File: config.mk
export PLATFORM = sky130hd
export DESIGN_NAME = completion_tag_tracker
export DESIGN_NICKNAME = d
export VERILOG_FILES = /design/src/sv/ctt_pkg.sv /design/src/sv/completion_tag_tracker.sv /design/src/sv/ctt_ram.sv /design/src/sv/ctt_eval.sv
export VERILOG_INCLUDE_DIRS = /design/src /design/src/sv
export SDC_FILE = /design/constraint.sdc
export NUM_CORES = 2
export LEC_CHECK = 0
export BUFFER_PORTS_ARGS = -buffer_cell sky130_fd_sc_hd__buf_2
export CORE_MARGIN = 2
export CORE_UTILIZATION = 28
export CTS_CLUSTER_DIAMETER = 50
export CTS_CLUSTER_SIZE = 25
export DETAILED_ROUTE_END_ITERATION = 12
export GPL_ROUTABILITY_DRIVEN = 0
export GPL_TIMING_DRIVEN = 1
export HOLD_SLACK_MARGIN = 0.03
export PLACE_DENSITY_LB_ADDON = 0.05
export SYNTH_ARGS = -nofsm -noshare
export SYNTH_HDL_FRONTEND = slang
export SYNTH_SLANG_ARGS = --single-unit
File: constraint.sdc
create_clock -name clk -period 15.15 [get_ports clk]
set_input_delay 3.7875 -clock clk [delete_from_list [all_inputs] [get_ports clk]]
set_output_delay 3.7875 -clock clk [all_outputs]
set_load 0.005 [all_outputs]
File: src/sv/completion_tag_tracker_assert.svh
// ----------------------------------------------------------------------------
// completion_tag_tracker assertion macros
// Wrappers for the tracker's concurrent checks.
// ----------------------------------------------------------------------------
`ifndef COMPLETION_TAG_TRACKER_ASSERT_SVH
`define COMPLETION_TAG_TRACKER_ASSERT_SVH

// checked outside reset
`define CTT_ASSERT(lbl, prop, msg) \
  lbl: assert property (@(posedge clk) disable iff (rst) prop) else $error(msg);

// checked during reset too
`define CTT_ASSERT_RST(lbl, prop, msg) \
  lbl: assert property (@(posedge clk) prop) else $error(msg);

`endif

File: src/sv/ctt_pkg.sv
// ----------------------------------------------------------------------------
// ctt_pkg
// Shared types and codes of the completion tag tracker.
// ----------------------------------------------------------------------------
`timescale 1ns / 1ps

package ctt_pkg;

  localparam logic [2:0] ACT_BEGIN  = 3'd0;
  localparam logic [2:0] ACT_FINISH = 3'd1;
  localparam logic [2:0] ACT_CANCEL = 3'd2;
  localparam logic [2:0] ACT_POLL   = 3'd3;
  localparam logic [2:0] ACT_TICK   = 3'd4;

  localparam logic [2:0] ST_FREE      = 3'd0;
  localparam logic [2:0] ST_PENDING   = 3'd1;
  localparam logic [2:0] ST_DONE      = 3'd2;
  localparam logic [2:0] ST_CANCELED  = 3'd3;
  localparam logic [2:0] ST_TIMED_OUT = 3'd4;

  typedef struct packed {
    logic [2:0]  state;
    logic [31:0] generation;
    logic [31:0] deadline;
    logic        timed;
    logic [31:0] status;
    logic [31:0] transferred;
  } slot_t;

  localparam int SLOT_W = $bits(slot_t);

  localparam slot_t SLOT_RESET = '{state: ST_FREE, generation: 32'd1, deadline: 32'd0,
                                   timed: 1'b0, status: 32'd0, transferred: 32'd0};

  typedef struct packed {
    logic        is_free;
    logic        is_pending;
    logic        is_closed;
    logic        id_match;
    logic        expired;
    logic [31:0] gen_inc;
  } eval_t;

endpackage

File: src/sv/completion_tag_tracker.sv
// ----------------------------------------------------------------------------
// completion_tag_tracker
// Generation-tagged request slot table with begin/finish/cancel/poll/tick.
// ----------------------------------------------------------------------------
// One command at a time; busy is high while a command runs. Slots sit in one
// RAM and a single check unit visits them one at a time (read, check).
// Finish and cancel check one slot; a bad id or unknown action ends without
// a slot visit; begin probes from the hint until a free slot is found or all
// SLOTS are probed; tick checks all slots; a poll retiring a request then
// scans for a closed request. The result word holds until the next command is
// accepted and cannot be held off. event_pending is valid at any time.
// ----------------------------------------------------------------------------
`timescale 1ns / 1ps

module completion_tag_tracker #(
  parameter int SLOTS = 16
) (
  input  logic               clk,
  input  logic               rst,
  input  logic               timeout_we,
  input  logic signed [31:0] timeout_code,
  input  logic               start,
  output logic               busy,
  input  logic [2:0]         action,
  input  logic [31:0]        deadline,
  input  logic               timed,
  input  logic [31:0]        req_generation,
  input  logic [15:0]        req_slot,
  input  logic signed [31:0] status_in,
  input  logic [31:0]        transferred_in,
  input  logic [31:0]        now_time,
  output logic               done,
  output logic               ok,
  output logic [31:0]        out_generation,
  output logic [15:0]        out_slot,
  output logic signed [31:0] res_status,
  output logic [31:0]        res_transferred,
  output logic [2:0]         res_state,
  output logic               event_pending
);
  import ctt_pkg::*;

  localparam int          IDXW   = $clog2(SLOTS);
  localparam logic [16:0] SLOTS_W = 17'(SLOTS);
  localparam logic [IDXW-1:0] LAST = IDXW'(SLOTS - 1);

  localparam logic [2:0] S_IDLE = 3'd0;
  localparam logic [2:0] S_RD   = 3'd1;
  localparam logic [2:0] S_CHK  = 3'd2;
  localparam logic [2:0] S_ERD  = 3'd3;
  localparam logic [2:0] S_ECHK = 3'd4;

  logic [2:0]        state;
  logic [2:0]        op;
  logic [IDXW-1:0]   k;
  logic [IDXW-1:0]   cnt;
  logic [IDXW-1:0]   hint;
  logic              event_bit;
  logic [SLOTS-1:0]  vld;
  logic              rd_vld;
  logic [31:0]       tmo_status;
  logic [31:0]       deadline_q;
  logic              timed_q;
  logic [31:0]       gen_q;
  logic [31:0]       status_q;
  logic [31:0]       xfer_q;
  logic [31:0]       now_q;

  logic [SLOT_W-1:0] ram_q;
  slot_t             ent;
  eval_t             ev;
  logic              wr_en;
  slot_t             wr_data;
  logic              id_ok;
  logic [IDXW-1:0]   k_wrap;
  logic              done_next;

  assign ent   = rd_vld ? slot_t'(ram_q) : SLOT_RESET;
  assign busy  = (state != S_IDLE);
  assign event_pending = event_bit;
  assign id_ok = (req_slot != 16'd0) && ({1'b0, req_slot} <= SLOTS_W)
                 && (req_generation != 32'd0);
  assign k_wrap = (k == LAST) ? '0 : k + 1'b1;

  ctt_ram #(.WIDTH(SLOT_W), .DEPTH(SLOTS)) u_ram (
    .clk   (clk),
    .we    (wr_en),
    .waddr (k),
    .wdata (wr_data),
    .raddr (k),
    .rdata (ram_q)
  );

  ctt_eval u_eval (
    .ent            (ent),
    .req_generation (gen_q),
    .now_time       (now_q),
    .ev             (ev)
  );

  always_comb begin
    wr_en   = 1'b0;
    wr_data = ent;
    if (state == S_CHK) begin
      unique case (op) inside
        ACT_BEGIN: begin
          if (ev.is_free) begin
            wr_en               = 1'b1;
            wr_data.state       = ST_PENDING;
            wr_data.deadline    = deadline_q;
            wr_data.timed       = timed_q;
            wr_data.status      = '0;
            wr_data.transferred = '0;
          end
        end
        ACT_FINISH, ACT_CANCEL: begin
          if (ev.id_match && ev.is_pending) begin
            wr_en               = 1'b1;
            wr_data.deadline    = '0;
            wr_data.timed       = 1'b0;
            if (op == ACT_FINISH) begin
              wr_data.state       = ST_DONE;
              wr_data.status      = status_q;
              wr_data.transferred = xfer_q;
            end else begin
              wr_data.state       = ST_CANCELED;
              wr_data.status      = '1;
              wr_data.transferred = '0;
            end
          end
        end
        ACT_POLL: begin
          if (ev.id_match && !ev.is_pending) begin
            wr_en               = 1'b1;
            wr_data.state       = ST_FREE;
            wr_data.generation  = ev.gen_inc;
            wr_data.deadline    = '0;
            wr_data.timed       = 1'b0;
            wr_data.status      = '0;
            wr_data.transferred = '0;
          end
        end
        ACT_TICK: begin
          if (ev.expired) begin
            wr_en               = 1'b1;
            wr_data.state       = ST_TIMED_OUT;
            wr_data.deadline    = '0;
            wr_data.timed       = 1'b0;
            wr_data.status      = tmo_status;
            wr_data.transferred = '0;
          end
        end
        default: ;
      endcase
    end
  end

  always_comb begin
    done_next = 1'b0;
    unique case (state)
      S_IDLE: begin
        if (start) begin
          unique case (action) inside
            ACT_BEGIN, ACT_TICK:              done_next = 1'b0;
            ACT_FINISH, ACT_CANCEL, ACT_POLL: done_next = !id_ok;
            default:                          done_next = 1'b1;
          endcase
        end
      end
      S_CHK: begin
        unique case (op) inside
          ACT_BEGIN:              done_next = ev.is_free || (cnt == LAST);
          ACT_FINISH, ACT_CANCEL: done_next = 1'b1;
          ACT_POLL:               done_next = !(ev.id_match && !ev.is_pending);
          ACT_TICK:               done_next = (cnt == LAST);
          default:                done_next = 1'b1;
        endcase
      end
      S_ECHK:  done_next = ev.is_closed || (cnt == LAST);
      default: done_next = 1'b0;
    endcase
  end

  always_ff @(posedge clk) begin
    if (rst) begin
      state      <= S_IDLE;
      done       <= 1'b0;
      hint       <= '0;
      event_bit  <= 1'b0;
      vld        <= '0;
      rd_vld     <= 1'b0;
      tmo_status <= '1;
    end else begin
      if (timeout_we) begin
        tmo_status <= timeout_code;
      end
      done   <= done_next;
      rd_vld <= vld[k];
      if (wr_en) begin
        vld[k] <= 1'b1;
      end
      unique case (state)
        S_IDLE: begin
          if (start) begin
            op              <= action;
            deadline_q      <= deadline;
            timed_q         <= timed;
            gen_q           <= req_generation;
            status_q        <= status_in;
            xfer_q          <= transferred_in;
            now_q           <= now_time;
            cnt             <= '0;
            ok              <= 1'b0;
            out_generation  <= '0;
            out_slot        <= '0;
            res_status      <= '0;
            res_transferred <= '0;
            res_state       <= ST_FREE;
            unique case (action) inside
              ACT_BEGIN: begin
                k     <= hint;
                state <= S_RD;
              end
              ACT_FINISH, ACT_CANCEL, ACT_POLL: begin
                if (id_ok) begin
                  k     <= IDXW'(req_slot - 16'd1);
                  state <= S_RD;
                end
              end
              ACT_TICK: begin
                k     <= '0;
                state <= S_RD;
              end
              default: ;
            endcase
          end
        end
        S_RD: state <= S_CHK;
        S_CHK: begin
          unique case (op) inside
            ACT_BEGIN: begin
              if (ev.is_free) begin
                ok             <= 1'b1;
                out_generation <= ent.generation;
                out_slot       <= 16'(k) + 16'd1;
                hint           <= k_wrap;
                state          <= S_IDLE;
              end else if (cnt == LAST) begin
                state <= S_IDLE;
              end else begin
                cnt   <= cnt + 1'b1;
                k     <= k_wrap;
                state <= S_RD;
              end
            end
            ACT_FINISH, ACT_CANCEL: begin
              if (ev.id_match && ev.is_pending) begin
                ok        <= 1'b1;
                event_bit <= 1'b1;
              end
              state <= S_IDLE;
            end
            ACT_POLL: begin
              if (ev.id_match && !ev.is_pending) begin
                ok              <= 1'b1;
                res_status      <= ent.status;
                res_transferred <= ent.transferred;
                res_state       <= ent.state;
                if (hint > k) begin
                  hint <= k;
                end
                event_bit <= 1'b0;
                k         <= '0;
                cnt       <= '0;
                state     <= S_ERD;
              end else begin
                state <= S_IDLE;
              end
            end
            ACT_TICK: begin
              if (ev.expired) begin
                event_bit <= 1'b1;
              end
              if (cnt == LAST) begin
                ok    <= 1'b1;
                state <= S_IDLE;
              end else begin
                cnt   <= cnt + 1'b1;
                k     <= k + 1'b1;
                state <= S_RD;
              end
            end
            default: begin
              state <= S_IDLE;
            end
          endcase
        end
        S_ERD: state <= S_ECHK;
        S_ECHK: begin
          if (ev.is_closed) begin
            event_bit <= 1'b1;
            state     <= S_IDLE;
          end else if (cnt == LAST) begin
            state <= S_IDLE;
          end else begin
            cnt   <= cnt + 1'b1;
            k     <= k + 1'b1;
            state <= S_ERD;
          end
        end
        default: state <= S_IDLE;
      endcase
    end
  end

`include "completion_tag_tracker_assert.svh"

  `CTT_ASSERT(a_tick_busy, (start && !busy && action == ACT_TICK) |=> busy,
              "tick not started")
  `CTT_ASSERT(a_fail_zero_id,
              (done && !ok) |-> (out_slot == 16'd0 && out_generation == 32'd0),
              "failed word carries an id")
  `CTT_ASSERT(a_res_state,
              (done && res_state != ST_FREE) |-> (ok && (res_state == ST_DONE ||
                res_state == ST_CANCELED || res_state == ST_TIMED_OUT)),
              "bad retired state")
  `CTT_ASSERT_RST(a_reset_idle, rst |=> (!busy && !done), "not idle after reset")

endmodule

File: src/sv/ctt_ram.sv
// ----------------------------------------------------------------------------
// ctt_ram
// Generic single-write, single-read RAM with registered read data.
// ----------------------------------------------------------------------------
`timescale 1ns / 1ps

module ctt_ram #(
  parameter int WIDTH = 8,
  parameter int DEPTH = 16
) (
  input  logic                     clk,
  input  logic                     we,
  input  logic [$clog2(DEPTH)-1:0] waddr,
  input  logic [WIDTH-1:0]         wdata,
  input  logic [$clog2(DEPTH)-1:0] raddr,
  output logic [WIDTH-1:0]         rdata
);

  logic [WIDTH-1:0] mem [DEPTH];

  always_ff @(posedge clk) begin
    if (we) begin
      mem[waddr] <= wdata;
    end
    rdata <= mem[raddr];
  end

endmodule

File: src/sv/ctt_eval.sv
// ----------------------------------------------------------------------------
// ctt_eval
// Per-entry check unit: state decode, id match, wrap-safe deadline compare.
// ----------------------------------------------------------------------------
`timescale 1ns / 1ps

module ctt_eval (
  input  ctt_pkg::slot_t ent,
  input  logic [31:0]    req_generation,
  input  logic [31:0]    now_time,
  output ctt_pkg::eval_t ev
);
  import ctt_pkg::*;

  logic [31:0] diff;
  logic [31:0] gen_p1;

  assign diff   = now_time - ent.deadline;
  assign gen_p1 = ent.generation + 32'd1;

  always_comb begin
    ev.is_free    = (ent.state == ST_FREE);
    ev.is_pending = (ent.state == ST_PENDING);
    ev.is_closed  = (ent.state != ST_FREE) && (ent.state != ST_PENDING);
    ev.id_match   = (ent.state != ST_FREE) && (ent.generation == req_generation);
    ev.expired    = ev.is_pending && ent.timed && !diff[31];
    ev.gen_inc    = (gen_p1 == 32'd0) ? 32'd1 : gen_p1;
  end

endmodule
=== Yosys cells after proc, flatten, opt, wreduce, memory -nomap -nowiden ===
Memories as Yosys holds them, arrays and structs flattened. A register that Yosys moved wholly into a read port is not among the register bits.
Index checks and enable logic that the tools add are counted.

* Add/sub/neg operators: 6
* Divide/modulo/power cells: 0
* $mul: 0
* Muxes and demuxes: 92
* Reductions and logical operators: 40
* Equal/unequal tests: 40
* Shifts and indexed selects: 0
* Magnitude comparators: 4
* Bitwise logic cells: 2

{| class="wikitable"
|+ Operator list
! operator !! count
|-
| 132-bit two-way mux || 3
|-
| 97-bit case mux with 4 select lines || 1
|-
| 97-bit two-way mux || 3
|-
| 32-bit two-way mux || 9
|-
| 32-bit case mux with 2 select lines || 3
|-
| 64-bit two-way mux || 1
|-
| 4-bit two-way mux || 15
|-
| 4-bit case mux with 3 select lines || 5
|-
| 16-bit two-way mux || 3
|-
| 32-bit by 1-bit adder with 32-bit output (second input constant) || 1
|-
| 32-bit == test || 1
|-
| 32-bit zero test || 1
|-
| 16-bit case mux with 2 select lines || 1
|-
| 32-bit nonzero test || 1
|-
| 32-bit subtractor || 1
|-
| 3-bit two-way mux || 8
|-
| 1-bit two-way mux || 21
|-
| 3-bit != test (second input constant) || 7
|-
| 3-bit by 2-bit == test with 1-bit output (second input constant) || 6
|-
| 16-bit by 5-bit less-or-equal comparator with 1-bit output (second input constant) || 1
|-
| 16-bit bitwise OR || 1
|-
| 16-bit nonzero test || 1
|-
| 3-bit case mux with 5 select lines || 1
|-
| 5-bit AND reduction || 3
|-
| other kinds (40) || 86
|}

* Memories: 1
* Register bits after elaboration: 346
* RAM bits: 2112
* Output and inout port bits: 119
* ROM bits: 0
* Latch bits: 0

{| class="wikitable"
|+ Memory list
! memory !! depth !! width !! rd ports !! clocked after memory_dff !! wr ports !! line !! source
|-
| u_ram.mem || 16 || 132 || 1 || 1 || 1 || ctt_ram.sv:19 || <nowiki>logic [WIDTH-1:0] mem [DEPTH];</nowiki>
|}

=== Depth between registers and ports, before layout ===
* Word-level depth: 9
* Gate-level depth with buffers: 20

=== Cells and area by module ===
A second synthesis with hierarchy kept.

* Cells, all modules: 5114
* Area total of the unflattened synthesis: 99546.7 sq um

{| class="wikitable"
|+ Modules (own cells, without submodules)
! module !! times used !! area each (sq um) !! cells each
|-
| ctt_ram || 1 || 82046.2 || 3454
|-
| completion_tag_tracker || 1 || 15103.2 || 1325
|-
| ctt_eval || 1 || 2397.3 || 335
|}

=== Worst setup path before layout ===
No wires, ideal clock.

* Path type: input-to-reg
* From: input port rst
* To: register deadline_q[0], enable pin
* Stages: 2
* Path slack: -0.906 ns
* Library setup time: 0.888 ns
* Path buffers: 1
* Data arrival time: 15.168 ns
* Data required time: 14.262 ns
* Cells stage by stage: clkbuf_1 > nor3_1

* Word-level cells in the longest chain between the ends: 2

{| class="wikitable"
|+ Ends and longest elaborated chain
! item !! line !! source
|-
| start: declaration || completion_tag_tracker.sv:19 || <nowiki>input logic rst,</nowiki>
|-
| 1-bit NOT (no source line) || - ||
|-
| 3-bit AND reduction (no source line) || - ||
|-
| end signal: assignment || completion_tag_tracker.sv:206 || <nowiki>deadline_q <= deadline;</nowiki>
|-
| end: declaration || completion_tag_tracker.sv:62 || <nowiki>logic [31:0] deadline_q;</nowiki>
|}

No other way between the ends.
A chain may end at the register's enable or synchronous reset.

=== Final worst setup path ===
* From: register rd_vld
* To: memory u_ram.mem[14][40] (netlist name), enable pin

* Word-level cells in the longest chain between the ends: 9
* Elaborated cells on any way between the ends: 21
* Those cells by class: 1 x add/sub; 2 x eq/ne; 9 x mux; 9 x reduce/logical

{| class="wikitable"
|+ Ends and longest elaborated chain
! item !! line !! source
|-
| start: declaration || completion_tag_tracker.sv:60 || <nowiki>logic rd_vld;</nowiki>
|-
| start signal: assignment || completion_tag_tracker.sv:198 || <nowiki>rd_vld <= vld[k];</nowiki>
|-
| 132-bit two-way mux * || completion_tag_tracker.sv:78 || <nowiki>assign ent = rd_vld ? slot_t'(ram_q) : SLOT_RESET;</nowiki>
|-
| 32-bit subtractor, or another cell as far along || ctt_eval.sv:18 || <nowiki>assign diff = now_time - ent.deadline;</nowiki>
|-
| 1-bit zero test, or another cell as far along || ctt_eval.sv:26 || <nowiki>ev.expired = ev.is_pending && ent.timed && !diff[31];</nowiki>
|-
| 1-bit logical AND, on equally long branches || ctt_eval.sv:26, completion_tag_tracker.sv:117, completion_tag_tracker.sv:133 ||
|-
| 1-bit two-way mux, on equally long branches || completion_tag_tracker.sv:144, completion_tag_tracker.sv:117, completion_tag_tracker.sv:133 ||
|-
| 1-bit case mux with 4 select lines * || completion_tag_tracker.sv:105 || <nowiki>unique case (op) inside</nowiki>
|-
| 1-bit two-way mux * || completion_tag_tracker.sv:104 || <nowiki>if (state == S_CHK) begin</nowiki>
|-
| 1-bit two-way mux * || ctt_ram.sv:22 || <nowiki>if (we) begin</nowiki>
|-
| 1-bit two-way mux (not written as such) * || ctt_ram.sv:23 || <nowiki>mem[waddr] <= wdata;</nowiki>
|-
| end: declaration || ctt_ram.sv:19 ||
|}

Mark *: on every way between the ends. The rest lies on a longest branch, timed or not.

==> impl_metrics.csv <==
group,metric,value,unit
timing,whs,0.4584,ns
place,place_hpwl,181.9,mm
place,dp_slack,6.242,ns
setup_path,critPathTopFamily,"buffers and inverters",
cts,cts-root-buf,"clkbuf_16",
logic_synthesis,synth_cell_types,87,
global_route,grt_start_max_net_pins,126,
logic_synthesis,yosysWarnings,0,
global_route,antenna_found_initial,24,
setup_path,start_kind,"register",
layout,final_common_cell,"edfxtp_1",
layout,register_area,75550,sq um
routing,routed_wl,317.3,mm
die,die_area,359700,sq um
cts,htree_levels,5,
setup_path,cp_num_buf_inv,7,
timing,hold_violations,0,
routing,via_count,50143,
logic_synthesis,synthFlopType,"edfxtp_1",
timing,maxSlewViolCount,0,
layout,nets,5667,
timing,worst_pin_slew,1.273,ns
logic_synthesis,synth_cells,4816,
layout,area_growth,21.45,%
global_route,grt-ovfl-total,0,
routing,drt.antenna.violating_nets,0,
logic_synthesis,ys_ff_latch,2579,
die,initial_core_util,28.16,%
job,cap_violations,0,
routing,dr.pass1.iters,5,
logic_synthesis,async_flop_share,0,%
power_and_ir_drop,vdd_drop_max,0.08570,mV
timing,maxSlewHeadroom,14.57,%
global_route,grt_pass1_wl,441.3,mm
die,rows,218,
die,dieHeight,599.8,um
setup_path,critPathMaxFanout,78,
place,port_buffers,323,
layout,multi_input_area,22750,sq um
status,run_status,"finished clean",
cts,ctsLongestPathBuffers,4,
timing,clock_skew,0.05968,ns
min_path,hold_class,"register to register",
cts,ctsResizeCount,0,
routing,first_iter_violations,4060,
layout,drive_gt1_share,32.89,%
layout,mostFrequentLayoutCells,"2389 x edfxtp_1, 665 x mux4_2, 388 x clkbuf_16, 323 x buf_2, 243 x nand2_1",
setup_path,cp_data_arrival_time,9.37,ns
global_route,grt_pass1_vias,53557,
global_route,track_usage,17.47,%
logic_synthesis,synth_seq_area_share,76.01,%
cts,cts_setup_buffers,0,
cts,cts.sinks,2579,
timing,fin_ws,6.321,ns
setup_path,critPathKind,"register to register",
die,die_x,599.8,um
place,placedCellCount,9754,
logic_synthesis,syn_avg_cell_area,20.64,sq um
logic_synthesis,syn-cell-area,99380,sq um
setup_path,critPathCaptureType,"register",
die,pin_count,335,
cts,clk_latency,0.95,ns
setup_path,required,15.69,ns
routing,drc,0,
die,core,353000,sq um
timing,tns,0,ns
cts,holdBufCountCts,0,
setup_path,crit_top_cell,"buf_4",
routing,routed_via_density,4.783,
setup_path,cp_slowest_cell,"buf_4",
timing,setup_violations,0,
power_and_ir_drop,pwr_density_cell,142.4,nW/um^2
timing,fmax,113.3,MHz
cts,cts_tree,"done",
cts,clkTransAtPathRegs,0.06,ns
setup_path,critical_path.max_stage_delay,0.89,ns
timing,post-route-period-util,58.28,%
layout,instances_no_fill,10484,
routing,wl_per_cell,30.27,um
layout,n_fill_cell,33338,
power_and_ir_drop,power_leakage,43.92,nW
timing,grt_setup_unrepaired,"false",
setup_path,cp_cell_sequence,"buf_4 -> buf_4 -> nand2_2 -> a2111oi_2 -> nor4b_2 -> nand3_1 -> nor4_4 -> buf_4 -> o21a_1 -> nor3b_4 -> buf_4 -> buf_4 -> and3_4 -> buf_4 -> buf_4",
timing,period_minus_slack,8.829,ns
logic_synthesis,synth_edf_count,2389,
cts,cts_buffers,383,
-- flip-flops by register name (all words and copies together) (netlist names), 3 cells and up --
| register | flops |
|---|---|
| k | 4 |
| op | 3 |
| res_status | 32 |
| xfer_q | 32 |
| out_generation | 32 |
| u_ram.rdata | 132 |
| gen_q | 32 |
| status_q | 32 |
| res_transferred | 32 |
| now_q | 32 |
| cnt | 4 |
| out_slot | 5 |
| vld | 16 |
| tmo_status | 32 |
| state | 3 |
| hint | 4 |
| deadline_q | 32 |
| u_ram.mem | 2112 |
| res_state | 3 |
-- worst reg2reg max path, stage by stage, from the launching register on --
cell and delay, ns:
dfxtp_4 0.57, buf_4 0.53, buf_4 0.71, nand2_2 0.19, a2111oi_2 0.50, nor4b_2 0.33
nand3_1 0.28, nor4_4 0.27, buf_4 0.54, o21a_1 0.39, nor3b_4 0.23, buf_4 0.72
buf_4 0.87, and3_4 0.58, buf_4 0.90, buf_4 0.75
-- final timing paths --
path / start / slack, ns / endpoint / depth (start not counted)
setup / recovery: rd_vld / 6.32 / u_ram.mem[14][40] / 15
setup reg to reg: rd_vld / 6.32 / u_ram.mem[14][40] / 15
hold reg to reg: vld[3] / 0.46 / vld[3] / 2
hold / removal: vld[3] / 0.46 / vld[3] / 2
-- layer usage --
metal / vias to the layer above / part of all wire, % / global-route usage (%)
li1: 21273 / - / -
met3: 432 / 3.7 / 2.135
met1: 27241 / 44 / 23.52
met4: 2 / 2.5 / 4.676
met2: 1195 / 50 / 29.79
met5: - / 0.0041 / 0
-- synth_stat cells, types with 14 or more instances --
library cell / instances / area share [%]
nor4_1: 20 / 0.13
nand4_1: 29 / 0.18
dfxtp_1: 190 / 3.8
mux4_2: 665 / 15
ha_1: 42 / 0.53
mux2i_1: 36 / 0.36
a221o_1: 14 / 0.14
xor2_1: 24 / 0.21
buf_2: 19 / 0.096
nor2_1: 184 / 0.69
o2bb2ai_1: 32 / 0.28
o21ai_0: 66 / 0.33
nand2_1: 246 / 0.93
and3_1: 55 / 0.35
nand2b_1: 40 / 0.25
o221ai_1: 21 / 0.19
inv_1: 61 / 0.23
and2_1: 24 / 0.15
nor3_1: 32 / 0.16
edfxtp_1: 2389 / 72
o211ai_1: 27 / 0.20
nand3_1: 40 / 0.20
clkbuf_1: 183 / 0.69
a211oi_1: 34 / 0.26
buf_1: 68 / 0.26
xnor2_1: 33 / 0.29
a21oi_1: 59 / 0.30
-- stage by stage --
stage / util (%) / area [sq um] / power, mW
5_1_grt: 34.20 / 120700 / 17.73
6_report: 34.20 / 120700 / 17.18
3_5_place_dp: 30.41 / 107300 / 8.190
2_1_floorplan: - / 99430 / 8.039
3_3_place_gp: 30.41 / 107300 / 8.192
4_1_cts: 34.19 / 120700 / 17.45
-- layout make-up --
class | instances | area share [%]
Sequential cell | 2579 | 62.59
Multi-Input combinational cell | 1898 | 18.85
Clock buffer | 433 | 8.308
Tap cell | 4730 | 4.903
Clock inverter | 286 | 2.738
Timing Repair Buffer | 483 | 2.389
Inverter | 64 | 0.2052
Antenna cell | 11 | 0.02281
-- cell families after synthesis --
group	share of synthesized area, %
AND/OR/NAND/NOR	3.577
multiplexers	15.43
buffers and inverters	1.404
AO/OA/AOI/OAI	2.542
adder cells (fa/ha/maj)	0.5288
flip-flops	76.01
other	0.003773
XOR/XNOR	0.5023
-- power breakdown --
part / internal, mW / total (mW) / leakage, nW / switching [mW]
clock network: 5.52 / 9.15 / 6.41 / 3.63
logic: 0.104 / 0.275 / 9.40 / 0.171
registers: 7.72 / 7.75 / 28.1 / 0.0324
total: 13.3 / 17.2 / 43.9 / 3.84
Note: power is estimated with default switching activity, not from simulation.
